$ cat src/rtl/core/dng_pkg.sv
// dng_pkg: shared types and constants of the dither noise generator
// generator constants, method and format codes, register indexes, multiplier widths
// no dependencies
package dng_pkg;

  // linear congruential generator
  localparam logic [31:0] LCG_MUL = 32'd1664525;
  localparam logic [31:0] LCG_INC = 32'd1013904223;

  // 2^32 / sqrt(6), rounded
  localparam logic [31:0] INV_SQRT6_Q32 = 32'd1753413056;

  // window of raw values: current one plus the lookahead
  localparam int LOOKAHEAD = 2;
  localparam int WIN_SIZE  = LOOKAHEAD + 1;
  localparam int RAW_W     = 34;
  localparam logic signed [RAW_W-1:0] RECT_OFFSET = 34'sh0_8000_0000;

  // dither method codes, the unused code behaves as triangular
  localparam logic [1:0] METHOD_RECT   = 2'd0;
  localparam logic [1:0] METHOD_TRI    = 2'd1;
  localparam logic [1:0] METHOD_TRI_HP = 2'd2;

  // output formats
  localparam logic FORMAT_S16 = 1'b0;
  localparam logic FORMAT_S32 = 1'b1;

  // register indexes
  localparam int REG_INDEX_W = 2;
  localparam logic [REG_INDEX_W-1:0] REG_DITHER_METHOD = 2'd0;
  localparam logic [REG_INDEX_W-1:0] REG_OUTPUT_FORMAT = 2'd1;
  localparam logic [REG_INDEX_W-1:0] REG_NOISE_SCALE   = 2'd2;

  localparam int SCALE_W = 56;
  localparam int CFG_DATA_W = 56;

  // serial multiplier: a times b, one 16-bit digit of b per cycle
  localparam int MUL_A_W     = 66;
  localparam int MUL_B_W     = 64;
  localparam int MUL_DIGIT_W = 16;
  localparam int MUL_DIGITS  = MUL_B_W / MUL_DIGIT_W;
  localparam int MUL_ACC_W   = MUL_A_W + MUL_DIGIT_W;
  localparam int PROD_W      = 128;

  // request queue between front and back
  localparam int QUEUE_DEPTH = 2;

  typedef struct packed {
    logic        restart;
    logic [31:0] seed;
  } cmd_t;

  typedef struct packed {
    logic [1:0]         dither_method;
    logic               output_format;
    logic [SCALE_W-1:0] scale_factor;
  } cfg_t;

endpackage

$ cat src/rtl/core/dng_front.sv
// dng_front: accepts requests, classifies them and queues them for the back end
// depends on dng_pkg
module dng_front import dng_pkg::*; (
  input  logic        clk,
  input  logic        rst,
  input  logic        req_valid,
  output logic        req_ready,
  input  logic        kind,
  input  logic [31:0] seed,
  output logic        cmd_valid,
  input  logic        cmd_ready,
  output cmd_t        cmd
);

  localparam int PTR_W = (QUEUE_DEPTH > 1) ? $clog2(QUEUE_DEPTH) : 1;
  localparam int CNT_W = $clog2(QUEUE_DEPTH + 1);

  cmd_t             queue [QUEUE_DEPTH];
  logic [PTR_W-1:0] wr_ptr;
  logic [PTR_W-1:0] rd_ptr;
  logic [CNT_W-1:0] count;
  logic             push;
  logic             pop;

  assign req_ready = (count != CNT_W'(QUEUE_DEPTH));
  assign cmd_valid = (count != '0);
  assign cmd       = queue[rd_ptr];
  assign push      = req_valid && req_ready;
  assign pop       = cmd_valid && cmd_ready;

  function automatic logic [PTR_W-1:0] ptr_inc(input logic [PTR_W-1:0] p);
    ptr_inc = (p == PTR_W'(QUEUE_DEPTH - 1)) ? '0 : p + PTR_W'(1);
  endfunction

  always_ff @(posedge clk) begin
    if (rst) begin
      wr_ptr <= '0;
      rd_ptr <= '0;
      count  <= '0;
    end else begin
      if (push) begin
        wr_ptr <= ptr_inc(wr_ptr);
      end
      if (pop) begin
        rd_ptr <= ptr_inc(rd_ptr);
      end
      if (push && !pop) begin
        count <= count + CNT_W'(1);
      end else if (pop && !push) begin
        count <= count - CNT_W'(1);
      end
    end
  end

  // payload storage, no reset
  always_ff @(posedge clk) begin
    if (push) begin
      queue[wr_ptr].restart <= kind;
      queue[wr_ptr].seed    <= seed;
    end
  end

  a_count_bound: assert property (@(posedge clk) disable iff (rst)
    count <= CNT_W'(QUEUE_DEPTH))
    else $error("request queue over depth");

endmodule

$ cat src/rtl/core/dng_mul.sv
// dng_mul: serial multiplier, one 16-bit digit of the multiplier per cycle
// depends on dng_pkg
module dng_mul import dng_pkg::*; (
  input  logic               clk,
  input  logic               rst,
  input  logic               start,
  input  logic [MUL_A_W-1:0] a,
  input  logic [MUL_B_W-1:0] b,
  output logic               done,
  output logic [PROD_W-1:0]  product
);

  localparam int CNT_W = (MUL_DIGITS > 1) ? $clog2(MUL_DIGITS) : 1;

  logic                 busy;
  logic [CNT_W-1:0]     cnt;
  logic [MUL_A_W-1:0]   a_reg;
  logic [MUL_B_W-1:0]   b_reg;
  logic [MUL_ACC_W-1:0] hi;
  logic [MUL_B_W-1:0]   lo;
  logic [MUL_ACC_W-1:0] pp;
  logic [MUL_ACC_W-1:0] sum;

  assign pp      = MUL_ACC_W'(a_reg) * MUL_ACC_W'(b_reg[MUL_DIGIT_W-1:0]);
  assign sum     = hi + pp;
  assign product = {hi[PROD_W-MUL_B_W-1:0], lo};

  always_ff @(posedge clk) begin
    if (rst) begin
      busy <= 1'b0;
      done <= 1'b0;
      cnt  <= '0;
    end else begin
      done <= busy && !start && (cnt == CNT_W'(MUL_DIGITS - 1));
      if (start) begin
        busy <= 1'b1;
        cnt  <= '0;
      end else if (busy) begin
        cnt <= cnt + CNT_W'(1);
        if (cnt == CNT_W'(MUL_DIGITS - 1)) begin
          busy <= 1'b0;
        end
      end
    end
  end

  // datapath, low digit retires into lo each cycle while busy
  always_ff @(posedge clk) begin
    if (start) begin
      a_reg <= a;
      b_reg <= b;
      hi    <= '0;
      lo    <= '0;
    end else if (busy) begin
      b_reg <= b_reg >> MUL_DIGIT_W;
      hi    <= sum >> MUL_DIGIT_W;
      lo    <= {sum[MUL_DIGIT_W-1:0], lo[MUL_B_W-1:MUL_DIGIT_W]};
    end
  end

  a_start_idle: assert property (@(posedge clk) disable iff (rst)
    start |-> !busy)
    else $error("multiplier restarted while busy");

endmodule

$ cat src/rtl/core/dng_back.sv
// dng_back: generator, raw value window, scaling and saturation of one sample
// depends on dng_pkg and dng_mul
module dng_back import dng_pkg::*; #(
  parameter int SCALE_FRAC_BITS = 24
) (
  input  logic               clk,
  input  logic               rst,
  input  logic               cmd_valid,
  output logic               cmd_ready,
  input  cmd_t               cmd,
  input  cfg_t               cfg,
  output logic               rsp_valid,
  input  logic               rsp_ready,
  output logic signed [31:0] noise_sample,
  output logic               saturated
);

  localparam int SH_PLAIN = 32 + SCALE_FRAC_BITS;
  localparam int SH_HP    = SH_PLAIN + 32;
  localparam int DRAW_W   = $clog2(WIN_SIZE + 1);
  localparam int V_W      = RAW_W + 2;

  typedef enum logic [2:0] {
    S_IDLE, S_DRAW_A, S_DRAW_B, S_PREP, S_MUL1, S_MUL2, S_FIN
  } state_t;

  state_t                   state;
  logic [31:0]              gen;
  logic [31:0]              draw_a;
  logic [DRAW_W-1:0]        draws_left;
  logic signed [RAW_W-1:0]  window [WIN_SIZE];
  logic                     neg;
  logic                     mul_start;
  logic [MUL_A_W-1:0]       mul_a;
  logic [MUL_B_W-1:0]       mul_b;
  logic                     mul_done;
  logic [PROD_W-1:0]        mul_product;

  logic [31:0]              lcg_val;
  logic signed [RAW_W-1:0]  raw_new;
  logic                     is_rect;
  logic                     is_hp;
  logic signed [V_W-1:0]    w0x;
  logic signed [V_W-1:0]    w1x;
  logic signed [V_W-1:0]    w2x;
  logic signed [V_W-1:0]    v;
  logic [V_W-1:0]           v_mag;
  logic [PROD_W-1:0]        q;
  logic [31:0]              lim;
  logic                     over;
  logic [31:0]              m;

  assign cmd_ready = (state == S_IDLE);
  assign is_rect   = (cfg.dither_method == METHOD_RECT);
  assign is_hp     = (cfg.dither_method == METHOD_TRI_HP);

  assign lcg_val = gen * LCG_MUL + LCG_INC;
  assign raw_new = (state == S_DRAW_B)
                   ? $signed({2'b00, draw_a}) - $signed({2'b00, lcg_val})
                   : $signed({2'b00, lcg_val}) - RECT_OFFSET;

  // high-pass: 2*w1 - w0 - w2
  assign w0x   = V_W'(window[0]);
  assign w1x   = V_W'(window[1]);
  assign w2x   = V_W'(window[2]);
  assign v     = is_hp ? (w1x <<< 1) - w0x - w2x : w0x;
  assign v_mag = v[V_W-1] ? V_W'(-v) : V_W'(v);

  // truncate toward zero on the magnitude, then clip
  assign q = is_hp ? (mul_product >> SH_HP) : (mul_product >> SH_PLAIN);
  always_comb begin
    if (cfg.output_format == FORMAT_S32) begin
      lim = neg ? 32'h8000_0000 : 32'h7FFF_FFFF;
    end else begin
      lim = neg ? 32'h0000_8000 : 32'h0000_7FFF;
    end
  end
  assign over = (|q[PROD_W-1:32]) || (q[31:0] > lim);
  assign m    = over ? lim : q[31:0];

  dng_mul u_mul (
    .clk     (clk),
    .rst     (rst),
    .start   (mul_start),
    .a       (mul_a),
    .b       (mul_b),
    .done    (mul_done),
    .product (mul_product)
  );

  always_ff @(posedge clk) begin
    if (rst) begin
      state      <= S_IDLE;
      gen        <= '0;
      rsp_valid  <= 1'b0;
      mul_start  <= 1'b0;
      draws_left <= '0;
      for (int i = 0; i < WIN_SIZE; i++) begin
        window[i] <= '0;
      end
    end else begin
      mul_start <= (state == S_PREP) || (state == S_MUL1 && mul_done);
      if (state == S_FIN && (!rsp_valid || rsp_ready)) begin
        rsp_valid <= 1'b1;
      end else if (rsp_valid && rsp_ready) begin
        rsp_valid <= 1'b0;
      end
      case (state)
        S_IDLE: begin
          if (cmd_valid) begin
            if (cmd.restart) begin
              gen        <= cmd.seed;
              draws_left <= DRAW_W'(WIN_SIZE);
            end else begin
              draws_left <= DRAW_W'(1);
            end
            state <= S_DRAW_A;
          end
        end
        S_DRAW_A: begin
          gen <= lcg_val;
          if (is_rect) begin
            for (int i = 0; i < WIN_SIZE - 1; i++) begin
              window[i] <= window[i+1];
            end
            window[WIN_SIZE-1] <= raw_new;
            draws_left <= draws_left - DRAW_W'(1);
            state <= (draws_left == DRAW_W'(1)) ? S_PREP : S_DRAW_A;
          end else begin
            draw_a <= lcg_val;
            state  <= S_DRAW_B;
          end
        end
        S_DRAW_B: begin
          gen <= lcg_val;
          for (int i = 0; i < WIN_SIZE - 1; i++) begin
            window[i] <= window[i+1];
          end
          window[WIN_SIZE-1] <= raw_new;
          draws_left <= draws_left - DRAW_W'(1);
          state <= (draws_left == DRAW_W'(1)) ? S_PREP : S_DRAW_A;
        end
        S_PREP: begin
          neg   <= v[V_W-1];
          mul_a <= MUL_A_W'(v_mag);
          mul_b <= is_hp ? MUL_B_W'(INV_SQRT6_Q32) : MUL_B_W'(cfg.scale_factor);
          state <= is_hp ? S_MUL1 : S_MUL2;
        end
        S_MUL1: begin
          if (mul_done) begin
            mul_a <= mul_product[MUL_A_W-1:0];
            mul_b <= MUL_B_W'(cfg.scale_factor);
            state <= S_MUL2;
          end
        end
        S_MUL2: begin
          if (mul_done) begin
            state <= S_FIN;
          end
        end
        S_FIN: begin
          if (!rsp_valid || rsp_ready) begin
            noise_sample <= neg ? $signed(-m) : $signed(m);
            saturated    <= over;
            state        <= S_IDLE;
          end
        end
        default: begin
          state <= S_IDLE;
        end
      endcase
    end
  end

  a_done_waited: assert property (@(posedge clk) disable iff (rst)
    mul_done |-> (state == S_MUL1 || state == S_MUL2))
    else $error("product ready outside a multiply state");

  a_rsp_from_fin: assert property (@(posedge clk) disable iff (rst)
    $rose(rsp_valid) |-> $past(state) == S_FIN)
    else $error("result loaded outside the final step");

endmodule

$ cat src/rtl/core/dither_noise_generator_unit.sv
// dither_noise_generator_unit: top level, configuration registers and the two halves
// depends on dng_pkg, dng_front, dng_back (and dng_mul below it)
//
// Usage: each request on req_* (kind, seed) gives exactly one result on rsp_*
// (noise_sample, saturated). kind 1 reseeds the generator and refills the
// three-entry window; kind 0 shifts the window and draws one new raw value.
// Both channels are valid/ready. A two-entry queue sits behind req_ready, so
// requests are taken while the back end works or waits on rsp_ready.
// Configuration is written through cfg_write/cfg_index/cfg_data while no
// request is outstanding; an index beyond the register list is ignored.
// Throughput: one request at a time in the back end. Each request runs one
// generator step per cycle (one or two per raw value, three raw values on a
// restart) and then the serial multiplier, four 16-bit digits per pass, with
// a second pass in triangular high-pass mode.
// Reset: registers take their reset values, generator state and window are
// cleared, queue and result register are emptied. A stalled receiver holds the
// result in place; the back end then waits and the queue fills.
module dither_noise_generator_unit import dng_pkg::*; #(
  parameter int SCALE_FRAC_BITS = 24
) (
  input  logic                   clk,
  input  logic                   rst,
  input  logic                   req_valid,
  output logic                   req_ready,
  input  logic                   kind,
  input  logic [31:0]            seed,
  output logic                   rsp_valid,
  input  logic                   rsp_ready,
  output logic signed [31:0]     noise_sample,
  output logic                   saturated,
  input  logic                   cfg_write,
  input  logic [REG_INDEX_W-1:0] cfg_index,
  input  logic [CFG_DATA_W-1:0]  cfg_data
);

  cfg_t cfg;
  logic cmd_valid;
  logic cmd_ready;
  cmd_t cmd;

  always_ff @(posedge clk) begin
    if (rst) begin
      cfg.dither_method <= METHOD_TRI;
      cfg.output_format <= FORMAT_S16;
      cfg.scale_factor  <= SCALE_W'(1) << SCALE_FRAC_BITS;
    end else if (cfg_write) begin
      case (cfg_index)
        REG_DITHER_METHOD: cfg.dither_method <= cfg_data[1:0];
        REG_OUTPUT_FORMAT: cfg.output_format <= cfg_data[0];
        REG_NOISE_SCALE:   cfg.scale_factor  <= cfg_data[SCALE_W-1:0];
        default: begin
        end
      endcase
    end
  end

  dng_front u_front (
    .clk       (clk),
    .rst       (rst),
    .req_valid (req_valid),
    .req_ready (req_ready),
    .kind      (kind),
    .seed      (seed),
    .cmd_valid (cmd_valid),
    .cmd_ready (cmd_ready),
    .cmd       (cmd)
  );

  dng_back #(
    .SCALE_FRAC_BITS (SCALE_FRAC_BITS)
  ) u_back (
    .clk          (clk),
    .rst          (rst),
    .cmd_valid    (cmd_valid),
    .cmd_ready    (cmd_ready),
    .cmd          (cmd),
    .cfg          (cfg),
    .rsp_valid    (rsp_valid),
    .rsp_ready    (rsp_ready),
    .noise_sample (noise_sample),
    .saturated    (saturated)
  );

endmodule
$ cat config.mk
export PLATFORM = sky130hd
export DESIGN_NAME = dither_noise_generator_unit
export DESIGN_NICKNAME = d
export VERILOG_FILES = /design/src/rtl/core/dng_pkg.sv /design/src/rtl/core/dng_front.sv /design/src/rtl/core/dng_mul.sv /design/src/rtl/core/dng_back.sv /design/src/rtl/core/dither_noise_generator_unit.sv
export SDC_FILE = /design/constraint.sdc
export NUM_CORES = 2
export LEC_CHECK = 0
export BUFFER_PORTS_ARGS = -buffer_cell sky130_fd_sc_hd__buf_2
export CAP_MARGIN = 30
export CORE_AREA = 4 4 397 438
export CTS_CLUSTER_DIAMETER = 100
export CTS_CLUSTER_SIZE = 40
export DETAILED_ROUTE_END_ITERATION = 10
export DIE_AREA = 0 0 401 442
export GPL_TIMING_DRIVEN = 0
export PLACE_DENSITY = 0.63
export SLEW_MARGIN = 20
export SYNTH_ARGS = -nofsm -noshare
export SYNTH_HDL_FRONTEND = slang
export SYNTH_SLANG_ARGS = --single-unit
$ cat constraint.sdc
create_clock -name clk -period 8.8 [get_ports clk]
set_clock_uncertainty 0.1 [all_clocks]
set_input_delay 1.32 -clock clk [delete_from_list [all_inputs] [get_ports clk]]
set_output_delay 1.32 -clock clk [all_outputs]
set_load 0.01 [all_outputs]
# After elaboration in Yosys (flattened, before gate mapping)
# Memories as Yosys holds them, arrays and structs flattened. A register that Yosys moved wholly into a read port is not among the register bits.
# Cells that the tools add are included.
# op_classes
addsub	14
mul	2
n_lt_le_gt_ge	1
n_eq_ne	18
mux	59
bitwise_logic	8
n_reduce_logical	39
# ops
cell	n
34-bit 2-to-1 mux	7
32-bit 2-to-1 mux	6
64-bit 2-to-1 mux	3
66-bit one-hot mux with 2 select lines	1
64-bit one-hot mux with 2 select lines	1
96-bit OR reduction	1
66-bit by 82-bit adder with 82-bit output	1
66-bit by 16-bit multiplier with 82-bit output	1
36-bit 2-to-1 mux	2
72-bit 2-to-1 mux	1
66-bit 2-to-1 mux	1
32-bit one-hot mux with 2 select lines	1
56-bit 2-to-1 mux	1
36-bit negation	1
35-bit by 34-bit subtractor with 36-bit output	1
36-bit by 34-bit subtractor with 36-bit output	1
32-bit by 32-bit subtractor with 33-bit output	1
32-bit by 32-bit subtractor with 33-bit output, second input constant	1
32-bit by 30-bit adder with 32-bit output, second input constant	1
32-bit > comparator	1
32-bit by 21-bit multiplier with 32-bit output, second input constant	1
32-bit negation	1
1-bit 2-to-1 mux	21
3-bit one-hot mux with 7 select lines	1
other kinds (27)	83
# word_totals
register_bits	562
ram_bits	168
in_bits	96
output_inout_bits	35
word_cells	167
n_memories	2
# memory_table
name	depth	word_bits	rd	rd_ports_with_merged_regs	wr	line_no	source
u_back.window	3	34	3	0	3	dng_back.sv:31	logic signed [RAW_W-1:0] window [WIN_SIZE];
u_front.queue	2	33	1	1	1	dng_front.sv:18	cmd_t queue [QUEUE_DEPTH];

# Longest topological paths before layout
# logic_depth
word_depth	7
mapped_depth	33
mapped_depth_nobuf	33

# Cells and area by module
# A second synthesis with hierarchy kept.
# hier_totals
cells_unflattened	8036
area_unflattened_um2	77336.7
# by_module_without_submodules
mod	instances	cells_per_inst	area_per_inst_um2	seq_area_each_um2
dng_mul	1	4716	44047.2	6586.3
dng_back	1	2937	28015.6	9399.0
dither_noise_generator_unit	1	256	2677.6	1181.1
dng_front	1	127	2596.2	2082.0

# Worst setup path after synthesis
# OpenSTA, ideal clock, no wires.
# synth_timing
path_kind	in2reg
from	input port rst
to	register u_back.mul_a[0] (enable)
setup_ns	0.643
t_arrival_ns	7.758
required_time_ns	8.057
setup_slack_ns	0.299
stages	4
n_path_buf	3
cell_sequence	clkbuf_1 clkbuf_1 clkbuf_1 a21oi_1
# synth_via
elab_chain_len	2
# synth_lines
item	line_no	source
start: declaration	dither_noise_generator_unit.sv:22	input logic rst,
1-bit inverter (no line)	--	
3-bit AND reduction (no line)	--	
end signal: assignment	dng_back.sv:145	mul_a <= MUL_A_W'(v_mag);
end signal: assignment	dng_back.sv:151	mul_a <= mul_product[MUL_A_W-1:0];
end: declaration	dng_back.sv:34	logic [MUL_A_W-1:0] mul_a;
# No other way between the ends.
# A chain may end at the register's enable or synchronous reset.

# Final worst setup path
# layout_timing
from	register u_back.u_mul.b_reg[12]
to	register u_back.u_mul.hi[64]
# layout_via
elab_chain_len	2
# layout_lines
item	line_no	source
start: declaration	dng_mul.sv:18	logic [MUL_B_W-1:0] b_reg;
start signal: assignment	dng_mul.sv:55	b_reg <= b_reg >> MUL_DIGIT_W;
66-bit by 16-bit multiplier with 82-bit output	dng_mul.sv:24	assign pp = MUL_ACC_W'(a_reg) * MUL_ACC_W'(b_reg[MUL_DIGIT_W-1:0]);
66-bit by 82-bit adder with 82-bit output	dng_mul.sv:25	assign sum = hi + pp;
end signal: assignment	dng_mul.sv:56	hi <= sum >> MUL_DIGIT_W;
end: declaration	dng_mul.sv:19	logic [MUL_ACC_W-1:0] hi;
# No other way between the ends.

==> reports/results.tsv <==
metric	value	unit
mux contribution to synthesized area	2.389	%
pin count of the biggest net entering global routing	58	
register bit total from synthesis	712	
worst r2r src	u_back.u_mul.b_reg[12]	
reg2reg setup slack	-0.05	ns
WP data required	9.31	ns
Final ANT Viol Nets	0	
worst hold path class	reg2reg	
Worst R2R End	u_back.u_mul.hi[64]	
Clock Pin Slew Worst Setup and Hold Paths	0.14	ns
number of synthesized flops with an enable pin	475	
Syn-to-layout area delta	8.475	%
routed via count	55950	
Pins Over Slew Limit	0	
largest family of logic cells by synthesized area	adder cells	
Max Clk Rate	113.0	MHz
first-pass GRT wire length	383.9	mm
CTS Buffer Depth	3	
Syn Inst Count	7759	
slowest cell on the critical path	fa_1	
placed cell area	78360	um^2
Final min period	8.846	ns
Data arrival, critical path	9.35	ns
row count	159	
Post-Synth Adder-Cell Area	37.67	%
Die Y	442	um
Critical Path End Type	flip-flop	
Mapped Area	74170	um^2
RSZ-0062 raised after global routing	true	
Top Ports	131	
Worst-Skew Late Latency	0.68	ns
starting density of the core	43.66	%
critical path launch point	u_back.u_mul.b_reg[12]	
sequential area share after synthesis	25.63	%
total grt overflow	0	
DP Cell Count	10190	
total iterations of the first detailed-routing run	6	
Clock Sinks	712	
root buffer cell	clkbuf_16	
Slowest Stage Delay on Critical Path	0.66	ns
max_cap viols	0	
share of cells above drive strength 1	6.338	%
post-layout net count	9639	
Final period util	100.5	%
CP Max Fanout	10	
Design Area, Final	80460	um^2
CORE AREA	169900	um^2
simple-gate share of the synthesized area	14.12	%
placed wire-length estimate	218.8	mm
Setup-failing EPs final	1	
Filler Cell Count	16300	
Main synth FF type	edfxtp_1	
most used cell, CP	fa_1	
vias per cell	5.441	
crit path launch type	flip-flop	
critical path class	reg2reg	
synthesized net count	9409	
Post-synth ARST share	0	%
Finished Layout Cells	10280	
r2r worst-path depth	25	
vias in the first global route	59030	
Port Buf Inserts	129	
WL final	258.8	mm
Biggest register	u_back.window	
status	finished, violations left	
Fin. Hold Viols	0	
GRT Overall Usage	29.09	%
Routed WL per cell	25.17	um
post-layout worst setup margin	-0.04610	ns
number of remaining DRC errors	0	
worst slew pin tran	1.122	ns
normalized max-slew margin	25.22	%
Reg area	19020	um^2
CTS tree	done	
number of antenna violations at the first check in global routing	16	
Mean Syn Cell Area	9.560	um^2
Synth Area in Compound Gates	8.734	%
Die Wd	401	um
Synth Area in XOR/XNOR	2.491	%
Largest register FFs	99	
gpl congestion	1.009	
count of cell types in the netlist	89	
Clock H-tree levels	2	
Warnings, synthesis	0	
CP endpoint	u_back.u_mul.hi[64]	
die area	177200	um^2
failing checks	setup timing	
area of the multi-input gates	48870	um^2
TritonCTS Buffers	34	
drt initial violations	4315	
CTS Hold Buffers Added	0	
## cells in the mapped netlist (32+ instances only)
cell type,number,area [um^2]
a211oi_1,54,405.4
a21o_1,104,780.8
a21oi_1,364,1822
and2_1,372,2327
clkbuf_1,337,1265
dfxtp_1,237,4745
edfxtp_1,475,14260
fa_1,1131,22640
ha_1,423,5293
inv_1,1390,5218
mux2_2,48,540.5
mux2i_1,123,1231
nand2_1,1205,4523
nand2b_1,37,231.5
nand3_1,60,300.3
nand4_1,45,281.5
nor2_1,390,1464
nor3_1,58,290.3
o21ai_0,165,825.8
o21bai_1,40,300.3
o22ai_1,32,200.2
xnor2_1,141,1235
xor2_1,70,613.1
## metal layers
layer | GRT usage (%) | part of all wire (%) | vias to the layer above
li1 | - | - | 24990
met2 | 51.33 | 50 | 1912
met5 | 0 | 0.016 | -
met1 | 34.22 | 37 | 28440
met3 | 3.424 | 5.6 | 606
met4 | 16.78 | 7.5 | 6
## repair_timing
item,CTS,global route
setup endpoints to repair,88,32
buffers inserted,9,21
pin swaps,1,4
resized for setup,89,101
## kinds of logic after synthesis
| group | count (synthesis) |
|---|---|
| simple gates | 2321 |
| fa+ha+maj | 1555 |
| flops | 712 |
| buf+inv | 1767 |
| xor+xnor | 211 |
| compound gates | 1022 |
| mux | 171 |
## cells in the final DEF (no fill, tap or decap), types with 53 or more instances in the layout
master / count
ha_1: 420
edfxtp_1: 475
xor2_1: 68
fa_1: 1131
buf_2: 150
inv_1: 1387
a21o_1: 104
nand2_1: 1205
nor2_1: 387
and2_1: 371
mux2i_1: 123
dfxtp_1: 232
o21ai_0: 160
xnor2_1: 134
nand3_1: 60
clkbuf_1: 249
a21oi_1: 358
a211oi_1: 53
nor3_1: 58
clkbuf_2: 69
## stage by stage
step	worst slack, ns	util, %	setup TNS, ns	hold WS, ns
2_1_floorplan	0.2989	-	0	0.3003
3_3_place_gp	-4.320	45.70	-613.26	0.3030
3_5_place_dp	-2.201	46.12	-70.93	0.3045
4_1_cts	-0.02029	47.13	-0.02029	0.3358
5_1_grt	-0.02663	47.35	-0.07414	0.3451
6_report	-0.04610	47.36	-0.04610	0.3358
## area by class of cell
type	instances	area share, %
inverters	1391	6.503
clock inverters	22	0.5272
multi-input cells	5280	60.74
flip-flops and latches	712	23.64
diodes	13	0.04043
well taps	2254	3.505
clock buffers	40	1.124
plain buffers	366	1.925
repair buffers	204	1.994
## worst max-delay path: cells and delay by family (launching register included)
family / cells / cell delay [ns]
compound gates: 8 / 1.93
fa+ha+maj: 7 / 3.47
buf+inv: 6 / 1.29
flops: 1 / 0.56
simple gates: 4 / 1.39
## how the worst min path moves through the flow
stage               depth (start not counted)                      to  slack, ns             start
CTS                                         0  u_back.u_mul.a_reg[39]       0.34  u_back.mul_a[39]
global placement                            0   u_back.u_mul.a_reg[1]       0.30   u_back.mul_a[1]
detailed placement                          0  u_back.u_mul.a_reg[27]       0.30  u_back.mul_a[27]
floorplan                                   0   u_back.u_mul.a_reg[0]       0.30   u_back.mul_a[0]
finish                                      0  u_back.u_mul.a_reg[27]       0.34  u_back.mul_a[27]
global route                                0  u_back.u_mul.a_reg[65]       0.35  u_back.mul_a[65]
Power is not shown: default switching activity piles up to over one toggle a cycle in this logic, so the estimate is an artifact.
